## src/hw/rtl/mmrd_pkg.sv

```systemverilog
package mmrd_pkg;

    localparam int MAX_FRAME_BYTES = 256;
    localparam int MIN_FRAME_BYTES = 29;
    localparam int NUM_READINGS = 6;
    localparam int READING_IDX_W = $clog2(NUM_READINGS);
    localparam int CAPTURE_FIRST = 3;
    localparam int CAPTURE_LAST = 26;

    localparam logic [15:0] CRC_INIT = 16'hFFFF;
    localparam logic [15:0] CRC_POLY = 16'hA001;
    localparam logic [7:0] DEVICE_ADDRESS_RESET = 8'h01;

    localparam logic [1:0] STATUS_OK = 2'd0;
    localparam logic [1:0] STATUS_BAD_ADDRESS = 2'd1;
    localparam logic [1:0] STATUS_BAD_CRC = 2'd2;
    localparam logic [1:0] STATUS_SHORT = 2'd3;

    typedef struct packed {
        logic [7:0] rx_byte;
        logic       frame_end;
    } rx_item_t;

    typedef struct packed {
        logic [1:0]  frame_status;
        logic [31:0] voltage;
        logic [31:0] current;
        logic [31:0] power;
        logic [31:0] energy;
        logic [31:0] power_factor;
        logic [31:0] carbon_dioxide;
    } result_item_t;

endpackage

```

## src/hw/rtl/mmrd_crc_update.sv

```systemverilog
module mmrd_crc_update (
    input  logic [15:0] crc,
    input  logic [7:0]  data,
    output logic [15:0] crc_updated
);

    always_comb
    begin
        logic [15:0] acc;
        acc = crc ^ {8'h00, data};
        for (int k = 0; k < 8; k++)
        begin
            if (acc[0])
            begin
                acc = (acc >> 1) ^ mmrd_pkg::CRC_POLY;
            end
            else
            begin
                acc = acc >> 1;
            end
        end
        crc_updated = acc;
    end

endmodule

```

## src/hw/rtl/mmrd_frame_core.sv

```systemverilog
module mmrd_frame_core #(
    parameter int MAX_FRAME_BYTES = mmrd_pkg::MAX_FRAME_BYTES
) (
    input  logic                   clk,
    input  logic                   rst_n,
    input  logic                   advance,
    input  mmrd_pkg::rx_item_t     item,
    input  logic [7:0]             device_address,
    output mmrd_pkg::result_item_t result_item
);

    localparam int POS_W = $clog2(MAX_FRAME_BYTES + 1);
    localparam int IDX_W = mmrd_pkg::READING_IDX_W;

    logic [15:0]      crc_reg;
    logic [15:0]      crc_next;
    logic [15:0]      recent_reg;
    logic [15:0]      recent_next;
    logic [POS_W-1:0] pos_reg;
    logic [POS_W-1:0] pos_next;
    logic             match_reg;
    logic             match_next;
    logic [31:0]      readings_reg [mmrd_pkg::NUM_READINGS];
    logic [31:0]      readings_next [mmrd_pkg::NUM_READINGS];

    logic [15:0]      crc_step;
    logic [15:0]      crc_now;
    logic             match_now;
    logic             capture;
    logic [IDX_W-1:0] capture_idx;
    logic [POS_W-1:0] pos_offset;
    logic             frame_short;
    logic             crc_ok;
    logic [1:0]       status;

    mmrd_crc_update u_crc (
        .crc         (crc_reg),
        .data        (recent_reg[15:8]),
        .crc_updated (crc_step)
    );

    // The CRC lags the input by two bytes so the trailing check bytes stay out of it.
    assign crc_now = (pos_reg >= POS_W'(2)) ? crc_step : crc_reg;
    assign match_now = (pos_reg == '0) ? (item.rx_byte == device_address) : match_reg;

    assign capture = (pos_reg >= POS_W'(mmrd_pkg::CAPTURE_FIRST))
                  && (pos_reg <= POS_W'(mmrd_pkg::CAPTURE_LAST));
    assign pos_offset = pos_reg - POS_W'(mmrd_pkg::CAPTURE_FIRST);
    assign capture_idx = IDX_W'(pos_offset >> 2);

    assign frame_short = pos_reg < POS_W'(mmrd_pkg::MIN_FRAME_BYTES - 1);
    assign crc_ok = (crc_now[7:0] == recent_reg[7:0]) && (crc_now[15:8] == item.rx_byte);

    always_comb
    begin
        if (frame_short)
        begin
            status = mmrd_pkg::STATUS_SHORT;
        end
        else if (!match_now)
        begin
            status = mmrd_pkg::STATUS_BAD_ADDRESS;
        end
        else if (!crc_ok)
        begin
            status = mmrd_pkg::STATUS_BAD_CRC;
        end
        else
        begin
            status = mmrd_pkg::STATUS_OK;
        end
    end

    always_comb
    begin
        result_item.frame_status = status;
        if (status == mmrd_pkg::STATUS_OK)
        begin
            result_item.voltage        = readings_reg[0];
            result_item.current        = readings_reg[1];
            result_item.power          = readings_reg[2];
            result_item.energy         = readings_reg[3];
            result_item.power_factor   = readings_reg[4];
            result_item.carbon_dioxide = readings_reg[5];
        end
        else
        begin
            result_item.voltage        = '0;
            result_item.current        = '0;
            result_item.power          = '0;
            result_item.energy         = '0;
            result_item.power_factor   = '0;
            result_item.carbon_dioxide = '0;
        end
    end

    always_comb
    begin
        crc_next    = crc_reg;
        recent_next = recent_reg;
        pos_next    = pos_reg;
        match_next  = match_reg;
        if (advance)
        begin
            if (item.frame_end)
            begin
                crc_next    = mmrd_pkg::CRC_INIT;
                recent_next = '0;
                pos_next    = '0;
                match_next  = 1'b0;
            end
            else
            begin
                crc_next    = crc_now;
                recent_next = {recent_reg[7:0], item.rx_byte};
                match_next  = match_now;
                if (pos_reg < POS_W'(MAX_FRAME_BYTES))
                begin
                    pos_next = pos_reg + POS_W'(1);
                end
            end
        end
    end

    always_comb
    begin
        for (int i = 0; i < mmrd_pkg::NUM_READINGS; i++)
        begin
            if (advance && capture && (capture_idx == IDX_W'(i)))
            begin
                readings_next[i] = {readings_reg[i][23:0], item.rx_byte};
            end
            else
            begin
                readings_next[i] = readings_reg[i];
            end
        end
    end

    always_ff @(posedge clk or negedge rst_n)
    begin
        if (!rst_n)
        begin
            crc_reg    <= mmrd_pkg::CRC_INIT;
            recent_reg <= '0;
            pos_reg    <= '0;
            match_reg  <= 1'b0;
        end
        else
        begin
            crc_reg    <= crc_next;
            recent_reg <= recent_next;
            pos_reg    <= pos_next;
            match_reg  <= match_next;
        end
    end

    always_ff @(posedge clk)
    begin
        for (int i = 0; i < mmrd_pkg::NUM_READINGS; i++)
        begin
            readings_reg[i] <= readings_next[i];
        end
    end

endmodule

```

## src/hw/rtl/modbus_meter_response_decoder_top.sv

```systemverilog
// The result item of a frame is formed when the item that carries the frame end mark leaves
// the input register, and is presented from the result register.
// Throughput: one input item per cycle while rx_stall is low. Each byte passes through the
// input register before it is folded into the frame state; only an end-marked item waits in
// the input register, and only while the result register holds a stalled result.
// Reset (rst_n, asynchronous, active low) clears the frame state, empties both
// registers and sets the expected device address to 1.
module modbus_meter_response_decoder_top #(
    parameter int MAX_FRAME_BYTES = mmrd_pkg::MAX_FRAME_BYTES
) (
    input  logic                   clk,
    input  logic                   rst_n,
    input  logic                   cfg_we,
    input  logic [7:0]             cfg_wdata,
    input  logic                   rx_valid,
    output logic                   rx_stall,
    input  mmrd_pkg::rx_item_t     rx_item,
    output logic                   result_valid,
    input  logic                   result_stall,
    output mmrd_pkg::result_item_t result
);

    logic                   s1_valid_reg;
    logic                   s1_valid_next;
    mmrd_pkg::rx_item_t     s1_item_reg;
    mmrd_pkg::rx_item_t     s1_item_next;
    logic                   res_valid_reg;
    logic                   res_valid_next;
    mmrd_pkg::result_item_t res_item_reg;
    mmrd_pkg::result_item_t res_item_next;
    logic [7:0]             address_reg;
    logic [7:0]             address_next;

    mmrd_pkg::result_item_t core_result;
    logic                   out_free;
    logic                   s1_advance;
    logic                   rx_accept;

    assign out_free   = !res_valid_reg || !result_stall;
    assign s1_advance = s1_valid_reg && (!s1_item_reg.frame_end || out_free);
    assign rx_stall   = s1_valid_reg && !s1_advance;
    assign rx_accept  = rx_valid && !rx_stall;

    assign s1_valid_next = rx_accept || (s1_valid_reg && !s1_advance);
    assign s1_item_next  = rx_accept ? rx_item : s1_item_reg;
    assign address_next  = cfg_we ? cfg_wdata : address_reg;

    mmrd_frame_core #(
        .MAX_FRAME_BYTES (MAX_FRAME_BYTES)
    ) u_core (
        .clk            (clk),
        .rst_n          (rst_n),
        .advance        (s1_advance),
        .item           (s1_item_reg),
        .device_address (address_reg),
        .result_item    (core_result)
    );

    always_comb
    begin
        res_valid_next = res_valid_reg;
        res_item_next  = res_item_reg;
        if (s1_advance && s1_item_reg.frame_end)
        begin
            res_valid_next = 1'b1;
            res_item_next  = core_result;
        end
        else if (out_free)
        begin
            res_valid_next = 1'b0;
        end
    end

    always_ff @(posedge clk or negedge rst_n)
    begin
        if (!rst_n)
        begin
            s1_valid_reg  <= 1'b0;
            res_valid_reg <= 1'b0;
            address_reg   <= mmrd_pkg::DEVICE_ADDRESS_RESET;
        end
        else
        begin
            s1_valid_reg  <= s1_valid_next;
            res_valid_reg <= res_valid_next;
            address_reg   <= address_next;
        end
    end

    always_ff @(posedge clk)
    begin
        s1_item_reg  <= s1_item_next;
        res_item_reg <= res_item_next;
    end

    assign result_valid = res_valid_reg;
    assign result       = res_item_reg;

endmodule
```

## config.mk

```make
export PLATFORM = sky130hd
export DESIGN_NAME = modbus_meter_response_decoder_top
export DESIGN_NICKNAME = d
export VERILOG_FILES = /design/src/hw/rtl/mmrd_pkg.sv /design/src/hw/rtl/mmrd_crc_update.sv /design/src/hw/rtl/mmrd_frame_core.sv /design/src/hw/rtl/modbus_meter_response_decoder_top.sv
export SDC_FILE = /design/constraint.sdc
export NUM_CORES = 1
export LEC_CHECK = 0
export BUFFER_PORTS_ARGS = -buffer_cell sky130_fd_sc_hd__buf_4
export CAP_MARGIN = 20
export CORE_MARGIN = 3
export CORE_UTILIZATION = 39
export CTS_BUF_LIST = sky130_fd_sc_hd__clkbuf_4 sky130_fd_sc_hd__clkbuf_8
export DETAILED_ROUTE_END_ITERATION = 8
export GPL_TIMING_DRIVEN = 0
export PLACE_DENSITY = 0.68
export SLEW_MARGIN = 20
export SYNTH_ARGS = -nofsm -noshare
export SYNTH_HDL_FRONTEND = slang
export SYNTH_SLANG_ARGS = --single-unit
```

## constraint.sdc

```tcl
create_clock -name clk -period 28.7 [get_ports clk]
set_clock_uncertainty 0.2 [all_clocks]
set_input_delay 5.74 -clock clk [delete_from_list [all_inputs] [get_ports clk]]
set_output_delay 5.74 -clock clk [all_outputs]
set_load 0.005 [all_outputs]
```

==> qor.yml, run 1 <==
die_x_um: 220.9
relSlewSlack_pct: 34.83
crit_start: "result_stall"
io_pins: 218
reg2reg_depth: 8
cts_num_sinks: 447
switching_power_w: 0.0003588
vdd_ir_drop_max_v: 0.00003069
finalSetupViolCount: 0
critPathKind: "primary input to output port"
root_buffer: "clkbuf_8"
p_per_area_nw_per_um2: 66.39
reg2reg_slack_ns: 24.64
p_leak_nw: 8.332
outcome: "completed"
worst_setup_path_start_kind: "primary input"
core-area_sq_um: 45480
drive_gt1_share_pct: 38.28
cts_made_buffers: 75
syn_nets: 1197
synth_edf_count: 395
p_sw_share_pct: 24.19
crit_fanout: 3
initial_core_util_pct: 39.61
drv_slew: 0
ys_async_sr_fraction_pct: 11.63
synth_cells: 1173
p_clk_share_pct: 38.0
min_path_cells: 0
rsz0062_at_grt: "false"
hold_path_class: "flip-flop to flip-flop"
final_nets: 1513
end_kind: "output port"
max_freq_mhz: 82.59
rows: 78
drtAntennaViolNets: 0
cts_tree: "yes"
reg2reg_from: "s1_item_reg[2]$_DFFE_PP_"
port_buffers: 216
ys_seq_area_share_pct: 73.18
design_area_sq_um: 22350
largest_reg_flops: 194
grt_max_degree: 53
min_period_ns: 12.11
synth.avg_cell_area_sq_um: 15.36
grt_usage_pct: 15.65
worst_ep_required_time_ns: 22.76
tightest_slew_ns: 0.9776
wl_per_cell_um: 17.87
min_to: "u_core.readings_reg[3][11]$_DFFE_PP_"
period_share_pct: 42.19
power_frac_comb_pct: 10.5
grt_overflow_total: 0
grt_pass1_vias: 10290
vias: 10020
ys_ff_latch: 447
die_y_um: 220.9
critPathArrivalTime_ns: 6.17
internal_power_w: 0.001125
hold_viol: 0
routed_wl_um: 38330
first_pass_iters: 5
dr.first_iter.drc_count: 635
clkLatencyLatePin_ns: 0.66
clock_path_buffers: 3
cts.repair.resized: 0
antenna_found_initial: 0
viasPerCell: 4.673
yosys_warnings: 0
dpl-instance-area_sq_um: 20830
dieArea_sq_um: 48810
synth_top_flop_cell: "edfxtp_1"
drc: 0
worst_hold_startpoint: "u_core.readings_reg[3][3]$_DFFE_PP_"
htreeDepth: 3
path_clk_slew_ns: 0.06
syn_area_sq_um: 18010
pwr-share-seq_pct: 51.5
post-cts-setup-buffers: 0
place_congestion: 0.8349
synth_cell_types: 53
grt_pass1_wl_um: 59160
hold_buffers: 0
r2r_end: "result[39]$_SDFFCE_PP0P_"
dp_hpwl_um: 26230
maxCapViolations: 0
syn_to_final_growth_pct: 24.04
tns_ns: 0
[synthesized netlist by cell type, types with 2 or more instances]
cell        n  share of area [%]
o21ai_0    11               0.31
inv_1     200                4.2
a32oi_1     2              0.097
xor2_1     18               0.88
or4_1       3               0.13
clkbuf_1   38               0.79
nor4_1      4               0.14
buf_6      19                1.2
edfxtp_1  395                 66
xnor2_2     3               0.27
and2_1      2              0.069
mux2_2      8               0.50
nand2_1    49                1.0
ha_1        2               0.14
nand2b_1    3               0.10
and3_1      2              0.069
nand3_1    21               0.58
a31oi_1     3               0.10
nor3_2    170                9.4
a22o_1      2              0.097
nor4_4      2               0.24
xor3_1      4               0.53
xnor2_1    25                1.2
dfstp_2    17                2.5
buf_2       4               0.11
nand4_1    11               0.38
or3_1       7               0.24
a41oi_1     2              0.097
nor3_1     32               0.89
nor3b_1     5               0.21
nor2_1     26               0.54
o22a_1      5               0.24
dfrtp_1    35                4.9
a21oi_1    20               0.56
xnor3_1     5               0.63
[critical path, stage by stage]
cell and delay, ns:
buf_4 0.09, nand4_1 0.13, inv_1 0.10, buf_4 0.11
[per-layer routing]
metal / track usage, % / share of wire, % / up-vias
li1: - / - / 4763
met1: 19.69 / 42 / 4879
met2: 25.61 / 49 / 320
met3: 4.285 / 6.3 / 62
met4: 6.627 / 2.8 / 0
met5: 0 / 0 / -
[power groups by stage]
stage | logic [W] | registers [W] | clock network (W)
global route | 0.000170 | 0.000767 | 0.000614
floorplan | 0.000104 | 0.000775 | 0
finish | 0.000156 | 0.000764 | 0.000563
global placement | 0.000145 | 0.000785 | 0
detailed placement | 0.000156 | 0.000778 | 0
CTS | 0.000157 | 0.000765 | 0.000582
[per-stage QoR]
stage | setup slack (ns) | power, W | hold WS (ns) | std cells | utilization (%)
3_5_place_dp | 16.60 | 0.0009333 | 0.2317 | 2012 | 45.81
3_3_place_gp | 9.414 | 0.0009297 | 0.2280 | 1989 | 44.83
4_1_cts | 16.59 | 0.001503 | 0.2348 | 2144 | 49.13
6_report | 16.59 | 0.001483 | 0.2382 | 2145 | 49.13
2_1_floorplan | 13.59 | 0.0008791 | 0.2264 | 1173 | -
5_1_grt | 16.54 | 0.001551 | 0.2410 | 2144 | 49.13
[layout make-up]
class | count | area [sq um]
Antenna cell | 1 | 2.502
Buffer | 62 | 384.1
Clock buffer | 105 | 1308
Clock inverter | 27 | 201.4
Fill cell | 3911 | 23130
Inverter | 201 | 754.5
Multi-Input combinational cell | 463 | 3741
Sequential cell | 447 | 13180
Tap cell | 600 | 750.7
Timing Repair Buffer | 239 | 2019
[logic make-up after synthesis]
family	Yosys count	synth area share, %
simple gates	342	14.29
compound gates	55	1.966
xor+xnor	56	3.605
mux	8	0.5001
buf+inv	263	6.320
flops	447	73.18
fa+ha+maj	2	0.1389
[placed cells by master, fill, tap and decap left out, types with 9 or more instances in the layout]
cell type,Yosys,routed
dfstp_2,17,17
nor2_1,26,23
xnor2_1,25,25
clkbuf_8,0,83
buf_16,0,9
dfrtp_1,35,35
buf_6,19,19
nand3_1,21,21
nor3_2,170,172
nand4_1,11,11
edfxtp_1,395,395
clkbuf_1,38,38
buf_4,1,227
a21oi_1,20,19
clkbuf_4,0,22
inv_1,200,200
clkinv_1,1,13
xor2_1,18,18
nor3_1,32,30
o21ai_0,11,11
nand2_1,49,49
[worst max path at each step]
stage | endpoint | slack (ns) | cells after the start
floorplan | result[0]$_SDFFCE_PP0P_ | 13.59 | 3
global placement | result[4]$_SDFFCE_PP0P_ | 9.41 | 4
detailed placement | rx_stall | 16.60 | 4
CTS | rx_stall | 16.59 | 4
global route | rx_stall | 16.54 | 4
finish | rx_stall | 16.59 | 4
Note: power is estimated with default switching activity, not from simulation.
==> run 2: changes to the inputs <==
Clock period 28.7 ns to 11.5 ns, I/O delays scaled along.
==> run 2 against run 1 <==
  * Critical path depth unchanged
  * Clock power increased by 150%
  * Non-clock buffer count decreased by 2
  * Worst hold slack improved by 0.0025 ns
  * Clock-buffer cell count decreased by 6
  * Core utilization about the same
==> qor.yml, run 2 (synthesis results as in run 1) <==
p_leak_nw: 8.320  # was 8.332 nW
hold_path_class: "flip-flop to flip-flop"  # unchanged
final_nets: 1511  # was 1513
crit_fanout: 3  # unchanged
tightest_slew_ns: 1.019  # was 0.9776 ns
min_to: "u_core.readings_reg[3][10]$_DFFE_PP_"  # was u_core.readings_reg[3][11]$_DFFE_PP_
p_sw_share_pct: 23.73  # was 24.19%
worst_hold_startpoint: "u_core.readings_reg[3][2]$_DFFE_PP_"  # was u_core.readings_reg[3][3]$_DFFE_PP_
initial_core_util_pct: 39.61  # unchanged
io_pins: 218  # unchanged
worst_ep_required_time_ns: 9.00  # was 22.76 ns
reg2reg_depth: 8  # unchanged
vdd_ir_drop_max_v: 0.0001073  # was 0.00003069 V
die_y_um: 220.9  # unchanged
largest_reg_flops: 194  # unchanged
rsz0062_at_grt: "false"  # unchanged
grt_max_degree: 53  # unchanged
vias: 9971  # was 10020
cts_made_buffers: 75  # unchanged
cts.repair.resized: 0  # unchanged
cts_num_sinks: 447  # unchanged
pwr-share-seq_pct: 51.7  # was 51.5%
end_kind: "output port"  # unchanged
drive_gt1_share_pct: 38.07  # was 38.28%
min_period_ns: 5.230
grt_overflow_total: 0  # unchanged
critPathKind: "primary input to output port"  # unchanged
relSlewSlack_pct: 32.09  # was 34.83%
grt_usage_pct: 15.84  # was 15.65%
critPathArrivalTime_ns: 2.73  # was 6.17 ns
clkLatencyLatePin_ns: 0.62  # was 0.66 ns
internal_power_w: 0.002815  # was 0.001125 W
drc: 0  # unchanged
wl_per_cell_um: 17.87  # about the same
finalSetupViolCount: 0  # unchanged
r2r_end: "result[51]$_SDFFCE_PP0P_"  # was result[39]$_SDFFCE_PP0P_
p_per_area_nw_per_um2: 165.3  # was 66.39 nW/um^2
power_frac_comb_pct: 10.5  # about the same
dieArea_sq_um: 48810  # unchanged
core-area_sq_um: 45480  # unchanged
drv_slew: 0  # unchanged
htreeDepth: 3  # unchanged
grt_pass1_vias: 10240  # was 10290
clock_path_buffers: 3  # unchanged
post-cts-setup-buffers: 0  # unchanged
hold_buffers: 0  # unchanged
path_clk_slew_ns: 0.06  # about the same
dp_hpwl_um: 26340  # was 26230 um
maxCapViolations: 0  # unchanged
root_buffer: "clkbuf_8"  # unchanged
mostFrequentLayoutCells: "edfxtp_1, buf_4, inv_1"  # unchanged
worst_setup_path_start_kind: "primary input"  # unchanged
cts_tree: "yes"  # unchanged
p_clk_share_pct: 37.8  # was 38.0%
antenna_found_initial: 1  # was 0
rows: 78  # unchanged
diodes: 0  # was 1
tns_ns: 0  # unchanged
place_congestion: 0.8439  # was 0.8349
first_pass_iters: 4  # was 5
holdWs_ns: 0.2407  # was 0.2382 ns
syn_to_final_growth_pct: 23.93  # was 24.04%
port_buffers: 216  # unchanged
hold_viol: 0  # unchanged
period_share_pct: 45.47
grt_pass1_wl_um: 59950  # was 59160 um
switching_power_w: 0.0008760  # was 0.0003588 W
drtAntennaViolNets: 0  # unchanged
viasPerCell: 4.644  # was 4.673
max_freq_mhz: 191.2
outcome: "completed"  # unchanged
mostFrequentLayoutCell: "edfxtp_1"  # unchanged
dr.first_iter.drc_count: 670  # was 635
routed_wl_um: 38370  # was 38330 um
min_path_cells: 0  # unchanged
reg2reg_slack_ns: 7.57  # was 24.64 ns
die_x_um: 220.9  # unchanged
reg2reg_from: "s1_item_reg[1]$_DFFE_PP_"  # was s1_item_reg[2]$_DFFE_PP_
-- run 2: power by group through the flow --
stage / Clock [W] / Combinational, W / Sequential, W
final: 0.00139 / 0.000389 / 0.00191
after global routing: 0.00152 / 0.000423 / 0.00192
after CTS: 0.00144 / 0.000392 / 0.00191
after detailed placement: 0 / 0.000389 / 0.00194
after global placement: 0 / 0.000361 / 0.00195
after floorplan: 0 / 0.000260 / 0.00193
-- run 2: critical path: stages --
cell     delay, ns
buf_4         0.09
nand4_1       0.13
inv_1         0.10
buf_4         0.11
-- run 2: layer usage --
| layer | routed length [um] | vias to the layer above | GRT usage (%) |
|---|---|---|---|
| met5 | 0 | - | 0 |
| met4 | 1433 | 0 | 7.395 |
| met3 | 2040 | 89 | 3.834 |
| met2 | 18580 | 281 | 25.40 |
| met1 | 16310 | 4844 | 20.42 |
| li1 | - | 4757 | - |
-- run 2: how the worst max path moves through the flow --
stage / startpoint / to / slack, ns / depth (start not counted)
2_1_floorplan: result_stall / result[0]$_SDFFCE_PP0P_ / 3.17 / 3
3_3_place_gp: result_stall / result[4]$_SDFFCE_PP0P_ / 0.53 / 4
3_5_place_dp: result_stall / rx_stall / 6.28 / 4
4_1_cts: result_stall / rx_stall / 6.27 / 4
5_1_grt: result_stall / rx_stall / 6.24 / 4
6_report: result_stall / rx_stall / 6.27 / 4
-- run 2: area by class of cell --
cell class,instances,area [sq um]
inverters,201,754.5
flip-flops and latches,447,13180
multi-input cells,463,3741
clock buffers,99,1244
plain buffers,62,384.1
repair buffers,237,2008
fillers,3898,23150
well taps,600,750.7
clock inverters,38,259.0
-- run 2: per-stage QoR --
step | utilization, % | std cells | total power (W) | setup slack, ns | instance area, sq um
final | 49.09 | 2147 | 0.003691 | 6.270 | 22330
after global routing | 49.09 | 2147 | 0.003864 | 6.236 | 22330
after CTS | 49.09 | 2147 | 0.003746 | 6.271 | 22330
after detailed placement | 45.79 | 2010 | 0.002331 | 6.277 | 20820
after global placement | 44.83 | 1989 | 0.002312 | 0.5334 | 20390
after floorplan | - | 1173 | 0.002189 | 3.175 | 18020
